## config.mk

```make
export PLATFORM = sky130hd
export DESIGN_NAME = json_token_lexer
export DESIGN_NICKNAME = d
export VERILOG_FILES = /design/src/hw/rtl/jtl_pkg.sv /design/src/hw/rtl/json_token_lexer.sv
export SDC_FILE = /design/constraint.sdc
export NUM_CORES = 1
export LEC_CHECK = 0
export ABC_AREA = 1
export CELL_PAD_IN_SITES_DETAIL_PLACEMENT = 1
export CELL_PAD_IN_SITES_GLOBAL_PLACEMENT = 1
export CORE_ASPECT_RATIO = 1.4
export CORE_UTILIZATION = 47
export DETAILED_ROUTE_END_ITERATION = 7
export DONT_BUFFER_PORTS = 1
export GPL_TIMING_DRIVEN = 0
export PLACE_DENSITY_LB_ADDON = 0.1
export SYNTH_ARGS = -nofsm -noshare
export SYNTH_HDL_FRONTEND = slang
export SYNTH_SLANG_ARGS = --single-unit
export TNS_END_PERCENT = 5
```

## constraint.sdc

```tcl
create_clock -name aclk -period 20.5 [get_ports aclk]
set_input_delay 3.075 -clock aclk [delete_from_list [all_inputs] [get_ports aclk]]
set_output_delay 3.075 -clock aclk [all_outputs]
set_load 0.05 [all_outputs]
```

## src/hw/rtl/jtl_pkg.sv

```systemverilog
// Shared types, codes and character helpers for the JSON token lexer.
package jtl_pkg;

    localparam int POS_BITS = 16;

    typedef logic [POS_BITS-1:0] pos_t;
    typedef logic [POS_BITS:0]   pos_ext_t;

    // token kinds as they appear on the result channel
    localparam logic [3:0] KIND_END    = 4'd0;
    localparam logic [3:0] KIND_ERROR  = 4'd1;
    localparam logic [3:0] KIND_TRUE   = 4'd2;
    localparam logic [3:0] KIND_STRING = 4'd5;
    localparam logic [3:0] KIND_NUMBER = 4'd6;
    localparam logic [3:0] KIND_COMMA  = 4'd7;
    localparam logic [3:0] KIND_COLON  = 4'd8;
    localparam logic [3:0] KIND_LBRACE = 4'd9;
    localparam logic [3:0] KIND_RBRACE = 4'd10;
    localparam logic [3:0] KIND_LBRACK = 4'd11;
    localparam logic [3:0] KIND_RBRACK = 4'd12;

    localparam logic [15:0] LEN_MAX = 16'hFFFF;

    typedef enum logic [15:0] {
        MD_IDLE          = 16'b0000_0000_0000_0001,
        MD_SLASH         = 16'b0000_0000_0000_0010,
        MD_LINE          = 16'b0000_0000_0000_0100,
        MD_BLOCK         = 16'b0000_0000_0000_1000,
        MD_BLOCK_STAR    = 16'b0000_0000_0001_0000,
        MD_KW            = 16'b0000_0000_0010_0000,
        MD_STR           = 16'b0000_0000_0100_0000,
        MD_STR_ESC       = 16'b0000_0000_1000_0000,
        MD_STR_HEX       = 16'b0000_0001_0000_0000,
        MD_NUM_SIGN      = 16'b0000_0010_0000_0000,
        MD_NUM_INT       = 16'b0000_0100_0000_0000,
        MD_NUM_FRAC_NEED = 16'b0000_1000_0000_0000,
        MD_NUM_FRAC      = 16'b0001_0000_0000_0000,
        MD_NUM_EXP_SIGN  = 16'b0010_0000_0000_0000,
        MD_NUM_EXP_NEED  = 16'b0100_0000_0000_0000,
        MD_NUM_EXP       = 16'b1000_0000_0000_0000
    } mode_t;

    typedef struct packed {
        logic [3:0]  kind;
        logic [15:0] start;
        logic [15:0] length;
        logic        last;
    } token_t;

    function automatic logic is_digit(input logic [7:0] c);
        return (c >= 8'h30) && (c <= 8'h39);
    endfunction

    function automatic logic is_alnum(input logic [7:0] c);
        return is_digit(c) || ((c >= 8'h61) && (c <= 8'h7A)) ||
               ((c >= 8'h41) && (c <= 8'h5A));
    endfunction

    function automatic logic is_hex(input logic [7:0] c);
        return is_digit(c) || ((c >= 8'h61) && (c <= 8'h66)) ||
               ((c >= 8'h41) && (c <= 8'h46));
    endfunction

    function automatic logic is_space(input logic [7:0] c);
        return (c == 8'h20) || ((c >= 8'h09) && (c <= 8'h0D));
    endfunction

    // keyword spelling: 0 true, 1 false, 2 null
    function automatic logic [2:0] kw_len(input logic [1:0] w);
        logic [2:0] r;
        unique case (w)
            2'd0:    r = 3'd4;
            2'd1:    r = 3'd5;
            2'd2:    r = 3'd4;
            default: r = 3'd0;
        endcase
        return r;
    endfunction

    function automatic logic [7:0] kw_char(input logic [1:0] w, input logic [2:0] off);
        logic [7:0] r;
        r = 8'h00;
        unique case (w)
            2'd0: begin
                unique case (off)
                    3'd0: r = 8'h74;  // t
                    3'd1: r = 8'h72;  // r
                    3'd2: r = 8'h75;  // u
                    3'd3: r = 8'h65;  // e
                    default: r = 8'h00;
                endcase
            end
            2'd1: begin
                unique case (off)
                    3'd0: r = 8'h66;  // f
                    3'd1: r = 8'h61;  // a
                    3'd2: r = 8'h6C;  // l
                    3'd3: r = 8'h73;  // s
                    3'd4: r = 8'h65;  // e
                    default: r = 8'h00;
                endcase
            end
            2'd2: begin
                unique case (off)
                    3'd0: r = 8'h6E;  // n
                    3'd1: r = 8'h75;  // u
                    3'd2: r = 8'h6C;  // l
                    3'd3: r = 8'h6C;  // l
                    default: r = 8'h00;
                endcase
            end
            default: r = 8'h00;
        endcase
        return r;
    endfunction

    // length from..to, zero when reversed, saturated to 16 bits
    function automatic logic [15:0] span_len(input pos_ext_t from, input pos_ext_t to);
        pos_ext_t d;
        d = (to >= from) ? (to - from) : '0;
        if ((POS_BITS+17)'(d) > (POS_BITS+17)'(LEN_MAX)) begin
            return LEN_MAX;
        end
        return 16'(d);
    endfunction

endpackage

```

## src/hw/rtl/json_token_lexer.sv

```systemverilog
// Streaming JSON tokenizer: one text byte per transaction, tokens out.
//
//  channel | direction | payload                                   | handshake
//  s_      | in        | byte_present, text_byte, is_last          | s_valid / s_ready
//  m_      | out       | token_kind, token_start, token_length,    | m_valid / m_ready
//          |           | last_of_run                               |
//
// One input transaction per clock: the lexer state updates in the accept cycle and
// the zero to three tokens it causes land in an 8-entry result queue.
// The queue drains one token per clock; s_ready drops while it holds more than
// five tokens, so only bursts of multi-token bytes or a stalled m_ready slow input.
// A result is registered into the queue when its byte is accepted and shows on m_ once the tokens ahead of it drain.
// Reset (aresetn low at a clock edge) returns to the start of a text and empties
// the queue; no clearing pass is needed.
module json_token_lexer (
    input  logic        aclk,
    input  logic        aresetn,
    input  logic        s_valid,
    output logic        s_ready,
    input  logic        s_byte_present,
    input  logic [7:0]  s_text_byte,
    input  logic        s_is_last,
    output logic        m_valid,
    input  logic        m_ready,
    output logic [3:0]  m_token_kind,
    output logic [15:0] m_token_start,
    output logic [15:0] m_token_length,
    output logic        m_last_of_run
);
    import jtl_pkg::*;

    localparam int QDEPTH = 8;
    localparam int QPTR   = $clog2(QDEPTH);
    localparam int MAX_RES = 3;

    localparam logic [7:0] CH_SLASH  = 8'h2F;
    localparam logic [7:0] CH_STAR   = 8'h2A;
    localparam logic [7:0] CH_QUOTE  = 8'h22;
    localparam logic [7:0] CH_BSLASH = 8'h5C;
    localparam logic [7:0] CH_MINUS  = 8'h2D;
    localparam logic [7:0] CH_PLUS   = 8'h2B;
    localparam logic [7:0] CH_DOT    = 8'h2E;
    localparam logic [7:0] CH_LO_E   = 8'h65;
    localparam logic [7:0] CH_UP_E   = 8'h45;
    localparam logic [7:0] CH_CR     = 8'h0D;
    localparam logic [7:0] CH_LF     = 8'h0A;
    localparam logic [7:0] CH_SPACE  = 8'h20;
    localparam pos_t       POS_MAX   = '1;

    // lexer state
    mode_t       mode_reg, mode_next;
    pos_t        pos_reg, pos_next;
    pos_t        tb_reg, tb_next;      // token begin
    pos_t        cb_reg, cb_next;      // comment begin
    logic [1:0]  kw_reg, kw_next;      // which keyword
    logic        km_reg, km_next;      // keyword still matching
    logic [2:0]  hex_reg, hex_next;    // \u digits still owed
    logic        halt_reg, halt_next;  // text halted after an error

    // result queue
    token_t            q_mem [QDEPTH];
    logic [QPTR-1:0]   rd_ptr_reg, wr_ptr_reg;
    logic [QPTR:0]     cnt_reg, cnt_next;

    // step outputs
    logic [3:0]  res_kind  [MAX_RES+1];
    logic [15:0] res_start [MAX_RES+1];
    logic [15:0] res_len   [MAX_RES+1];
    logic [1:0]  n_res;

    logic [7:0]  c;
    pos_t        p, p_end, kw_off, kw_off_end, hex_stop;
    logic [2:0]  hex_back, hex_back_end;
    logic        do_byte, ended, relex;
    logic        s_fire, m_fire;

    assign s_fire  = s_valid && s_ready;
    assign m_fire  = m_valid && m_ready;
    assign s_ready = (cnt_reg <= (QPTR+1)'(QDEPTH - MAX_RES));
    assign m_valid = (cnt_reg != '0);

    assign m_token_kind   = q_mem[rd_ptr_reg].kind;
    assign m_token_start  = q_mem[rd_ptr_reg].start;
    assign m_token_length = q_mem[rd_ptr_reg].length;
    assign m_last_of_run  = q_mem[rd_ptr_reg].last;

    assign c          = s_text_byte;
    assign p          = pos_reg;
    assign do_byte    = s_byte_present && (c != 8'h00);
    assign ended      = !s_byte_present || (c == 8'h00) || s_is_last;
    assign kw_off     = p - tb_reg;
    assign p_end      = (do_byte && (pos_reg != POS_MAX)) ? pos_reg + 1'b1 : pos_reg;
    // \u failure spans the bytes before the 'u'
    assign hex_back   = (hex_reg <= 3'd4) ? 3'd5 - hex_reg : 3'd1;

    always_comb begin
        mode_next    = mode_reg;
        pos_next     = p_end;
        tb_next      = tb_reg;
        cb_next      = cb_reg;
        kw_next      = kw_reg;
        km_next      = km_reg;
        hex_next     = hex_reg;
        halt_next    = halt_reg;
        relex        = 1'b0;
        n_res        = 2'd0;
        kw_off_end   = '0;
        hex_stop     = '0;
        hex_back_end = 3'd1;
        for (int i = 0; i <= MAX_RES; i++) begin
            res_kind[i]  = KIND_END;
            res_start[i] = '0;
            res_len[i]   = '0;
        end

        // ---- lex the byte against the pending token ----
        if (do_byte && !halt_reg) begin
            unique case (mode_reg)
                MD_KW: begin
                    if (is_alnum(c)) begin
                        if ((kw_off < POS_BITS'(kw_len(kw_reg))) &&
                            (c != kw_char(kw_reg, kw_off[2:0]))) begin
                            km_next = 1'b0;
                        end
                    end else if (km_reg && (kw_off == POS_BITS'(kw_len(kw_reg)))) begin
                        res_kind[n_res]  = KIND_TRUE + 4'(kw_reg);
                        res_start[n_res] = 16'(tb_reg);
                        res_len[n_res]   = span_len({1'b0, tb_reg}, {1'b0, p});
                        n_res            = n_res + 2'd1;
                        relex            = 1'b1;
                    end else begin
                        res_kind[n_res]  = KIND_ERROR;
                        res_start[n_res] = 16'(tb_reg);
                        res_len[n_res]   = span_len({1'b0, tb_reg}, {1'b0, p});
                        n_res            = n_res + 2'd1;
                        halt_next        = 1'b1;
                        mode_next        = MD_IDLE;
                    end
                end
                MD_NUM_SIGN, MD_NUM_FRAC_NEED, MD_NUM_EXP_NEED, MD_NUM_EXP_SIGN: begin
                    if (is_digit(c)) begin
                        priority if (mode_reg == MD_NUM_SIGN)      mode_next = MD_NUM_INT;
                        else if (mode_reg == MD_NUM_FRAC_NEED)     mode_next = MD_NUM_FRAC;
                        else                                       mode_next = MD_NUM_EXP;
                    end else if ((mode_reg == MD_NUM_EXP_SIGN) &&
                                 ((c == CH_PLUS) || (c == CH_MINUS))) begin
                        mode_next = MD_NUM_EXP_NEED;
                    end else begin
                        res_kind[n_res]  = KIND_ERROR;
                        res_start[n_res] = 16'(tb_reg);
                        res_len[n_res]   = span_len({1'b0, tb_reg}, {1'b0, p});
                        n_res            = n_res + 2'd1;
                        halt_next        = 1'b1;
                        mode_next        = MD_IDLE;
                    end
                end
                MD_NUM_INT, MD_NUM_FRAC, MD_NUM_EXP: begin
                    if (is_digit(c)) begin
                        mode_next = mode_reg;
                    end else if ((mode_reg == MD_NUM_INT) && (c == CH_DOT)) begin
                        mode_next = MD_NUM_FRAC_NEED;
                    end else if ((mode_reg != MD_NUM_EXP) &&
                                 ((c == CH_LO_E) || (c == CH_UP_E))) begin
                        mode_next = MD_NUM_EXP_SIGN;
                    end else begin
                        res_kind[n_res]  = KIND_NUMBER;
                        res_start[n_res] = 16'(tb_reg);
                        res_len[n_res]   = span_len({1'b0, tb_reg}, {1'b0, p});
                        n_res            = n_res + 2'd1;
                        relex            = 1'b1;
                    end
                end
                MD_SLASH: begin
                    if (c == CH_SLASH) begin
                        mode_next = MD_LINE;
                    end else if (c == CH_STAR) begin
                        mode_next = MD_BLOCK;
                    end else begin
                        res_kind[n_res]  = KIND_ERROR;
                        res_start[n_res] = 16'(cb_reg);
                        res_len[n_res]   = '0;
                        n_res            = n_res + 2'd1;
                        halt_next        = 1'b1;
                        mode_next        = MD_IDLE;
                    end
                end
                MD_LINE: begin
                    if ((c == CH_CR) || (c == CH_LF)) mode_next = MD_IDLE;
                end
                MD_BLOCK: begin
                    if (c == CH_STAR) mode_next = MD_BLOCK_STAR;
                end
                MD_BLOCK_STAR: begin
                    if (c == CH_SLASH)     mode_next = MD_IDLE;
                    else if (c != CH_STAR) mode_next = MD_BLOCK;
                end
                MD_STR: begin
                    if (c == CH_QUOTE) begin
                        res_kind[n_res]  = KIND_STRING;
                        res_start[n_res] = 16'(tb_reg);
                        res_len[n_res]   = span_len({1'b0, tb_reg}, {1'b0, p} + 1'b1);
                        n_res            = n_res + 2'd1;
                        mode_next        = MD_IDLE;
                    end else if (c == CH_BSLASH) begin
                        mode_next = MD_STR_ESC;
                    end else if (c < CH_SPACE) begin
                        res_kind[n_res]  = KIND_ERROR;
                        res_start[n_res] = 16'(tb_reg);
                        res_len[n_res]   = span_len({1'b0, tb_reg}, {1'b0, p});
                        n_res            = n_res + 2'd1;
                        halt_next        = 1'b1;
                        mode_next        = MD_IDLE;
                    end
                end
                MD_STR_ESC: begin
                    if ((c == CH_QUOTE) || (c == CH_BSLASH) || (c == CH_SLASH) ||
                        (c == 8'h62) || (c == 8'h66) || (c == 8'h6E) ||
                        (c == 8'h72) || (c == 8'h74)) begin
                        mode_next = MD_STR;
                    end else if (c == 8'h75) begin
                        hex_next  = 3'd4;
                        mode_next = MD_STR_HEX;
                    end else begin
                        res_kind[n_res]  = KIND_ERROR;
                        res_start[n_res] = 16'(tb_reg);
                        res_len[n_res]   = span_len({1'b0, tb_reg}, {1'b0, p});
                        n_res            = n_res + 2'd1;
                        halt_next        = 1'b1;
                        mode_next        = MD_IDLE;
                    end
                end
                MD_STR_HEX: begin
                    if (is_hex(c) && (hex_reg >= 3'd1) && (hex_reg <= 3'd4)) begin
                        hex_next = hex_reg - 3'd1;
                        if (hex_reg == 3'd1) mode_next = MD_STR;
                    end else begin
                        hex_stop = (p >= POS_BITS'(hex_back)) ? p - POS_BITS'(hex_back) : '0;
                        res_kind[n_res]  = KIND_ERROR;
                        res_start[n_res] = 16'(tb_reg);
                        res_len[n_res]   = span_len({1'b0, tb_reg}, {1'b0, hex_stop});
                        n_res            = n_res + 2'd1;
                        halt_next        = 1'b1;
                        mode_next        = MD_IDLE;
                    end
                end
                default: begin
                    relex = 1'b1;
                end
            endcase

            // ---- lex the byte as the start of a new token ----
            if (relex) begin
                mode_next = MD_IDLE;
                if (!is_space(c)) begin
                    priority if (c == CH_SLASH) begin
                        cb_next   = p;
                        mode_next = MD_SLASH;
                    end else if ((c == 8'h74) || (c == 8'h66) || (c == 8'h6E)) begin
                        tb_next   = p;
                        kw_next   = (c == 8'h74) ? 2'd0 : (c == 8'h66) ? 2'd1 : 2'd2;
                        km_next   = 1'b1;
                        mode_next = MD_KW;
                    end else if (c == CH_QUOTE) begin
                        tb_next   = p;
                        mode_next = MD_STR;
                    end else if (c == CH_MINUS) begin
                        tb_next   = p;
                        mode_next = MD_NUM_SIGN;
                    end else if ((c == 8'h2C) || (c == 8'h3A) || (c == 8'h7B) ||
                                 (c == 8'h7D) || (c == 8'h5B) || (c == 8'h5D)) begin
                        priority if (c == 8'h2C) res_kind[n_res] = KIND_COMMA;
                        else if (c == 8'h3A)     res_kind[n_res] = KIND_COLON;
                        else if (c == 8'h7B)     res_kind[n_res] = KIND_LBRACE;
                        else if (c == 8'h7D)     res_kind[n_res] = KIND_RBRACE;
                        else if (c == 8'h5B)     res_kind[n_res] = KIND_LBRACK;
                        else                     res_kind[n_res] = KIND_RBRACK;
                        res_start[n_res] = 16'(p);
                        res_len[n_res]   = span_len({1'b0, p}, {1'b0, p} + 1'b1);
                        n_res            = n_res + 2'd1;
                    end else if (is_digit(c)) begin
                        tb_next   = p;
                        mode_next = MD_NUM_INT;
                    end else begin
                        res_kind[n_res]  = KIND_ERROR;
                        res_start[n_res] = 16'(p);
                        res_len[n_res]   = '0;
                        n_res            = n_res + 2'd1;
                        halt_next        = 1'b1;
                        mode_next        = MD_IDLE;
                    end
                end
            end
        end

        // ---- end of text: close the pending token, emit end unless halted, rewind ----
        if (ended) begin
            if (!halt_next) begin
                kw_off_end   = p_end - tb_next;
                // digits still owed after this byte set how far back a short \u fails
                hex_back_end = (hex_next <= 3'd4) ? 3'd5 - hex_next : 3'd1;
                hex_stop     = (p_end >= POS_BITS'(hex_back_end)) ?
                               p_end - POS_BITS'(hex_back_end) : '0;
                unique case (mode_next)
                    MD_KW: begin
                        if (km_next && (kw_off_end == POS_BITS'(kw_len(kw_next)))) begin
                            res_kind[n_res] = KIND_TRUE + 4'(kw_next);
                        end else begin
                            res_kind[n_res] = KIND_ERROR;
                            halt_next       = 1'b1;
                        end
                        res_start[n_res] = 16'(tb_next);
                        res_len[n_res]   = span_len({1'b0, tb_next}, {1'b0, p_end});
                        n_res            = n_res + 2'd1;
                    end
                    MD_NUM_INT, MD_NUM_FRAC, MD_NUM_EXP: begin
                        res_kind[n_res]  = KIND_NUMBER;
                        res_start[n_res] = 16'(tb_next);
                        res_len[n_res]   = span_len({1'b0, tb_next}, {1'b0, p_end});
                        n_res            = n_res + 2'd1;
                    end
                    MD_NUM_SIGN, MD_NUM_FRAC_NEED, MD_NUM_EXP_SIGN, MD_NUM_EXP_NEED,
                    MD_STR, MD_STR_ESC: begin
                        res_kind[n_res]  = KIND_ERROR;
                        res_start[n_res] = 16'(tb_next);
                        res_len[n_res]   = span_len({1'b0, tb_next}, {1'b0, p_end});
                        n_res            = n_res + 2'd1;
                        halt_next        = 1'b1;
                    end
                    MD_STR_HEX: begin
                        res_kind[n_res]  = KIND_ERROR;
                        res_start[n_res] = 16'(tb_next);
                        res_len[n_res]   = span_len({1'b0, tb_next}, {1'b0, hex_stop});
                        n_res            = n_res + 2'd1;
                        halt_next        = 1'b1;
                    end
                    MD_SLASH, MD_BLOCK, MD_BLOCK_STAR: begin
                        res_kind[n_res]  = KIND_ERROR;
                        res_start[n_res] = 16'(cb_next);
                        res_len[n_res]   = '0;
                        n_res            = n_res + 2'd1;
                        halt_next        = 1'b1;
                    end
                    default: begin
                        halt_next = halt_next;
                    end
                endcase
                if (!halt_next) begin
                    res_kind[n_res]  = KIND_END;
                    res_start[n_res] = 16'(p_end);
                    res_len[n_res]   = '0;
                    n_res            = n_res + 2'd1;
                end
            end
            // rewind for the next text
            mode_next = MD_IDLE;
            pos_next  = '0;
            tb_next   = '0;
            cb_next   = '0;
            kw_next   = '0;
            km_next   = 1'b0;
            hex_next  = '0;
            halt_next = 1'b0;
        end
    end

    // advance the lexer state on each accepted transaction
    always_ff @(posedge aclk) begin
        if (!aresetn) begin
            mode_reg <= MD_IDLE;
            pos_reg  <= '0;
            tb_reg   <= '0;
            cb_reg   <= '0;
            kw_reg   <= '0;
            km_reg   <= 1'b0;
            hex_reg  <= '0;
            halt_reg <= 1'b0;
        end else if (s_fire) begin
            mode_reg <= mode_next;
            pos_reg  <= pos_next;
            tb_reg   <= tb_next;
            cb_reg   <= cb_next;
            kw_reg   <= kw_next;
            km_reg   <= km_next;
            hex_reg  <= hex_next;
            halt_reg <= halt_next;
        end
    end

    // push up to three tokens per transaction; flag the final one of the run
    always_ff @(posedge aclk) begin
        if (s_fire) begin
            for (int i = 0; i < MAX_RES; i++) begin
                if (2'(i) < n_res) begin
                    q_mem[wr_ptr_reg + QPTR'(i)] <= '{kind:   res_kind[i],
                                                       start:  res_start[i],
                                                       length: res_len[i],
                                                       last:   (2'(i) == n_res - 2'd1)};
                end
            end
        end
    end

    always_comb begin
        cnt_next = cnt_reg;
        if (s_fire) cnt_next = cnt_next + (QPTR+1)'(n_res);
        if (m_fire) cnt_next = cnt_next - 1'b1;
    end

    always_ff @(posedge aclk) begin
        if (!aresetn) begin
            rd_ptr_reg <= '0;
            wr_ptr_reg <= '0;
            cnt_reg    <= '0;
        end else begin
            if (s_fire) wr_ptr_reg <= wr_ptr_reg + QPTR'(n_res);
            if (m_fire) rd_ptr_reg <= rd_ptr_reg + 1'b1;
            cnt_reg <= cnt_next;
        end
    end

endmodule

```

==> results of run 1 <==
==> cells by family after synthesis <==
| kind of cell | share of synthesized area, % |
|---|---|
| mux | 0.0268 |
| fa+ha+maj | 4.53 |
| xor+xnor | 2.18 |
| compound gates | 16.9 |
| flops | 28.3 |
| buf+inv | 9.90 |
| simple gates | 38.2 |
==> per-layer routing <==
metal  global-route usage (%)  GRT overflow
met1                     57.8             0
met2                     85.7             1
met3                     27.6             0
met4                     59.0             1
met5                     2.30             0
==> per-stage QoR <==
stage	hold slack, ns	setup WS (ns)
after floorplan	0.433	10.61
after global placement	0.448	5.99
after detailed placement	0.459	6.02
after CTS	0.467	6.63
==> flow_summary.yaml, run 1 <==
outcome:
  status: "stopped before the end"
  stop_stage: "global routing (5_1_grt)"
  firstError: "[ERROR GRT-0116] Global routing finished with congestion. Check the congestion regions in the DRC Viewer."
clock_tree:
  cts-root-buf: "clkbuf_16"
  numClockSinks: 380
  cts-buffers-inserted: 42
  h-tree-depth: 2
  clock_path_buffers: 3
  cts.repair.resized: 0
  cts_hold_buf: 0
  cts_setup_buffers: 0
placement:
  io_buffers: 0
  routabilityCongestion: 1.17
  dp_cells: 7089
  hpwl_mm: 172
  dpl_cell_area_mm2: 0.0390
grt:
  grt_start_max_net_pins: 28
  grt_pass1_wl_mm: 339
  grt_pass1_vias: 49100
  overflow: 2
  grt_usage_pct: 57.8
synth:
  yosys.cell_count.top_type: "nand2_1"
  ys_warn_count: 0
  synth_top_area_share_pct: 23.8
  yosys.area.top_type: "edfxtp_1"
  netlist_area_mm2: 0.0374
  synth_flop_cell: "edfxtp_1"
  synth.area.top_cells: "edfxtp_1 (24%), nand2_1 (17%), nand3_1 (8.8%), nor2_1 (7.2%), o21ai_0 (6.2%)"
  synthArstFlopShare_pct: 0
  syn_inst: 6025
  synthesis.nets: 6169
  synth-edff-count: 296
  ys_types: 65
  avgSynthCellArea_um2: 6.21
  yosysSeqAreaShare_pct: 28.3
  ys_ff_latch: 380
  synth_common_cells: "nand2_1 (1669), nor2_1 (722), nand3_1 (658), inv_1 (556), o21ai_0 (463)"
floorplanning:
  fp.dieW_um: 240
  num_rows: 122
  boundaryPins: 53
  start_util_pct: 47.4
  die_h_um: 336
==> run 2, diff against run 1 <==
==> config.mk (replaced) <==
export PLATFORM = sky130hd
export DESIGN_NAME = json_token_lexer
export DESIGN_NICKNAME = d
export VERILOG_FILES = /design/src/hw/rtl/jtl_pkg.sv /design/src/hw/rtl/json_token_lexer.sv
export SDC_FILE = /design/constraint.sdc
export NUM_CORES = 1
export LEC_CHECK = 0
export ABC_AREA = 1
export CORE_UTILIZATION = 32
export DETAILED_ROUTE_END_ITERATION = 7
export DONT_BUFFER_PORTS = 1
export GPL_TIMING_DRIVEN = 0
export PLACE_DENSITY_LB_ADDON = 0.15
export SYNTH_ARGS = -nofsm -noshare
export SYNTH_HDL_FRONTEND = slang
export SYNTH_SLANG_ARGS = --single-unit
export TNS_END_PERCENT = 5
==> run 2 against run 1 <==
The flow now finishes, with violations (max-capacitance violations, max-slew violations). Area after synthesis did not move. Synthesized cell count unchanged.
==> flow_summary.yaml, run 2 <==
run:
  maxCapViolations: 4
synth:
  synthXorXnorAreaFrac_pct: 2.18
  ys_warn_count: 0
  yosysSeqAreaShare_pct: 28.3
  syn_inst: 6025
  avgSynthCellArea_um2: 6.21
  synth_common_cells: "nand2_1 (1669), nor2_1 (722), nand3_1 (658), inv_1 (556), o21ai_0 (463)"
  synth.area.top_cells: "edfxtp_1 (24%), nand2_1 (17%), nand3_1 (8.8%), nor2_1 (7.2%), o21ai_0 (6.2%)"
  synthesis.nets: 6169
  yosys.area.top_type: "edfxtp_1"
  synthSimpleGateAreaFrac_pct: 38.2
  synthMuxAreaShare_pct: 0.0268
  synth_top_family_by_area: "simple AND/OR/NAND/NOR gates"
  synth_top_area_share_pct: 23.8
  synthArstFlopShare_pct: 0
  ys_ff_latch: 380
  ys_types: 65
  yosys.cell_count.top_type: "nand2_1"
  synth-edff-count: 296
  netlist_area_mm2: 0.0374
  synth_compound_area_share_pct: 16.9
  synth_flop_cell: "edfxtp_1"
  synthAdderAreaFrac_pct: 4.53
timing:
  rsz0062_at_grt: "false"
  hold_violations: 0
  setup_violations: 0
  relSlewSlack_pct: -2.48
  fin_crit_ns: 14.85
  worst-slew-pin-transition_ns: 1.53
  fmax_ghz: 0.0673
  final_max_slew_viol_count: 9
  setup_tns_ns: 0
  fin_worst_skew_ns: 0.0644
  post-route-period-util_pct: 72.4
critical_path:
  cp-end-kind: "flop"
  crit_start: "s_text_byte[7]"
  crit_type: "in -> reg"
  critPathArrivalTime_ns: 15.33
  crit_slowest_cell: "a21oi_1"
  required_ns: 20.98
  r2r_slack_ns: 7.64
  worstPathMaxFanout: 10
  slowest_delay_ns: 0.99
  rr_startpoint: "p[1]"
  startpoint_type: "primary input"
  critPathMostFrequentCell: "nand2_1"
layout:
  fin_util_pct: 35.6
  largest_reg_flops: 296
  final_common_cell: "nand2_1"
  final_cell_mix: "nand2_1 (1669), nor2_1 (722), nand3_1 (650)"
  syn_to_final_growth_pct: 10.3
  drive_gt1_share_pct: 5.91
  nFillCells: 13100
  regMostFlops: "q_mem"
  nNetsFinal: 6234
detailed_routing:
  vias: 44000
  antenna_left: 0
  finalWirelength_mm: 221
  dr.pass1.iters: 8
  drc: 0
  viasPerCell: 5.75
  wl_per_cell_um: 28.9
  drt_iter0_drc: 5416
power_and_ir_drop:
  finalPower_mw: 3.42
  peakVddDrop_v: 0.0000714
  pwr_density_cell_mw_per_mm2: 82.9
  p_leak_nw: 19.1
placement:
  hpwl_mm: 179
  io_buffers: 0
  routabilityCongestion: 1.04
clock_tree:
  clk_pin_slew_ns: 0.06
  cts_tree: "built"
  clock_path_buffers: 3
  cts_hold_buf: 0
  numClockSinks: 380
  worstSkewPairLatency_ns: 0.68
  cts-buffers-inserted: 50
  h-tree-depth: 2
  cts.repair.resized: 0
  cts_setup_buffers: 0
  cts-root-buf: "clkbuf_16"
floorplanning:
  boundaryPins: 53
  die-area_mm2: 0.118
  core-area_mm2: 0.116
  fp.dieW_um: 344
  num_rows: 125
  die_h_um: 344
  start_util_pct: 32.2
grt:
  overflow: 0
  grt_usage_pct: 36.6
  grt_pass1_vias: 40400
  grt_pass1_wl_mm: 307
  antenna_found_initial: 5
  grt_start_max_net_pins: 27
outcome:
  violations: "max-capacitance violations, max-slew violations"
  status: "finished, violations left"
min_path:
  hp-class: "reg -> reg"
  min_from: "cb_reg[3]"
## run 2: cell counts after synthesis
No cell type changed its count.
## run 2: worst max-delay path: cells and delay by family
kind                     cells  cell delay [ns]
adder cells (fa/ha/maj)      2             0.83
AND/OR/NAND/NOR             26             5.63
AO/OA/AOI/OAI               10             3.41
buffers and inverters       11             2.33
## run 2: stage by stage
stage	hold slack (ns)	std cells	worst slack, ns	instance area, um^2
5_1_grt	0.478	7651	5.12	41300
3_3_place_gp	0.453	7549	5.27	39300
3_5_place_dp	0.457	7561	5.56	39600
2_1_floorplan	0.433	6025	10.61	37400
6_report	0.463	7653	5.65	41300
4_1_cts	0.465	7650	6.24	41200
## run 2: final cells by class
| cell class | instances | area, um^2 | share of cell area, % |
|---|---|---|---|
| Sequential cell | 380 | 10600 | 25.6 |
| Inverter | 606 | 2270 | 5.51 |
| Tap cell | 1524 | 1910 | 4.62 |
| Multi-Input combinational cell | 4723 | 23200 | 56.3 |
| Antenna cell | 2 | 5.00 | 0.0121 |
| Clock buffer | 57 | 1290 | 3.12 |
| Buffer | 316 | 1430 | 3.46 |
| Clock inverter | 32 | 333 | 0.807 |
| Timing Repair Buffer | 13 | 233 | 0.564 |
## run 2: power breakdown
part,internal (mW),switching [mW]
clock,0.504,0.398
combinational,0.318,1.25
sequential,0.918,0.0304
## run 2: metal layers
metal,GRT usage [%],routed length (um),share of wire [%]
met3,5.08,17200,7.8
met1,45.9,88200,40
met4,22.8,15900,7.2
met5,0,0,0
met2,59.2,100000,45
## run 2: final timing paths
kind / to / cells past startpoint
max: q_mem[1][1] / 49
min reg2reg: cb_reg[3] / 2
min: cb_reg[3] / 2
max reg2reg: q_mem[1][1] / 51
## run 2: kinds of logic (layout without fill, tap and decap cells)
| family | count (synthesis) | in the layout |
|---|---|---|
| mux | 1 | 1 |
| buf+inv | 922 | 1024 |
| fa+ha+maj | 130 | 130 |
| simple gates | 3363 | 3363 |
| other cells | 0 | 2 |
| flops | 380 | 380 |
| xor+xnor | 93 | 93 |
| compound gates | 1136 | 1136 |
Power figures use the tool's default switching activity.
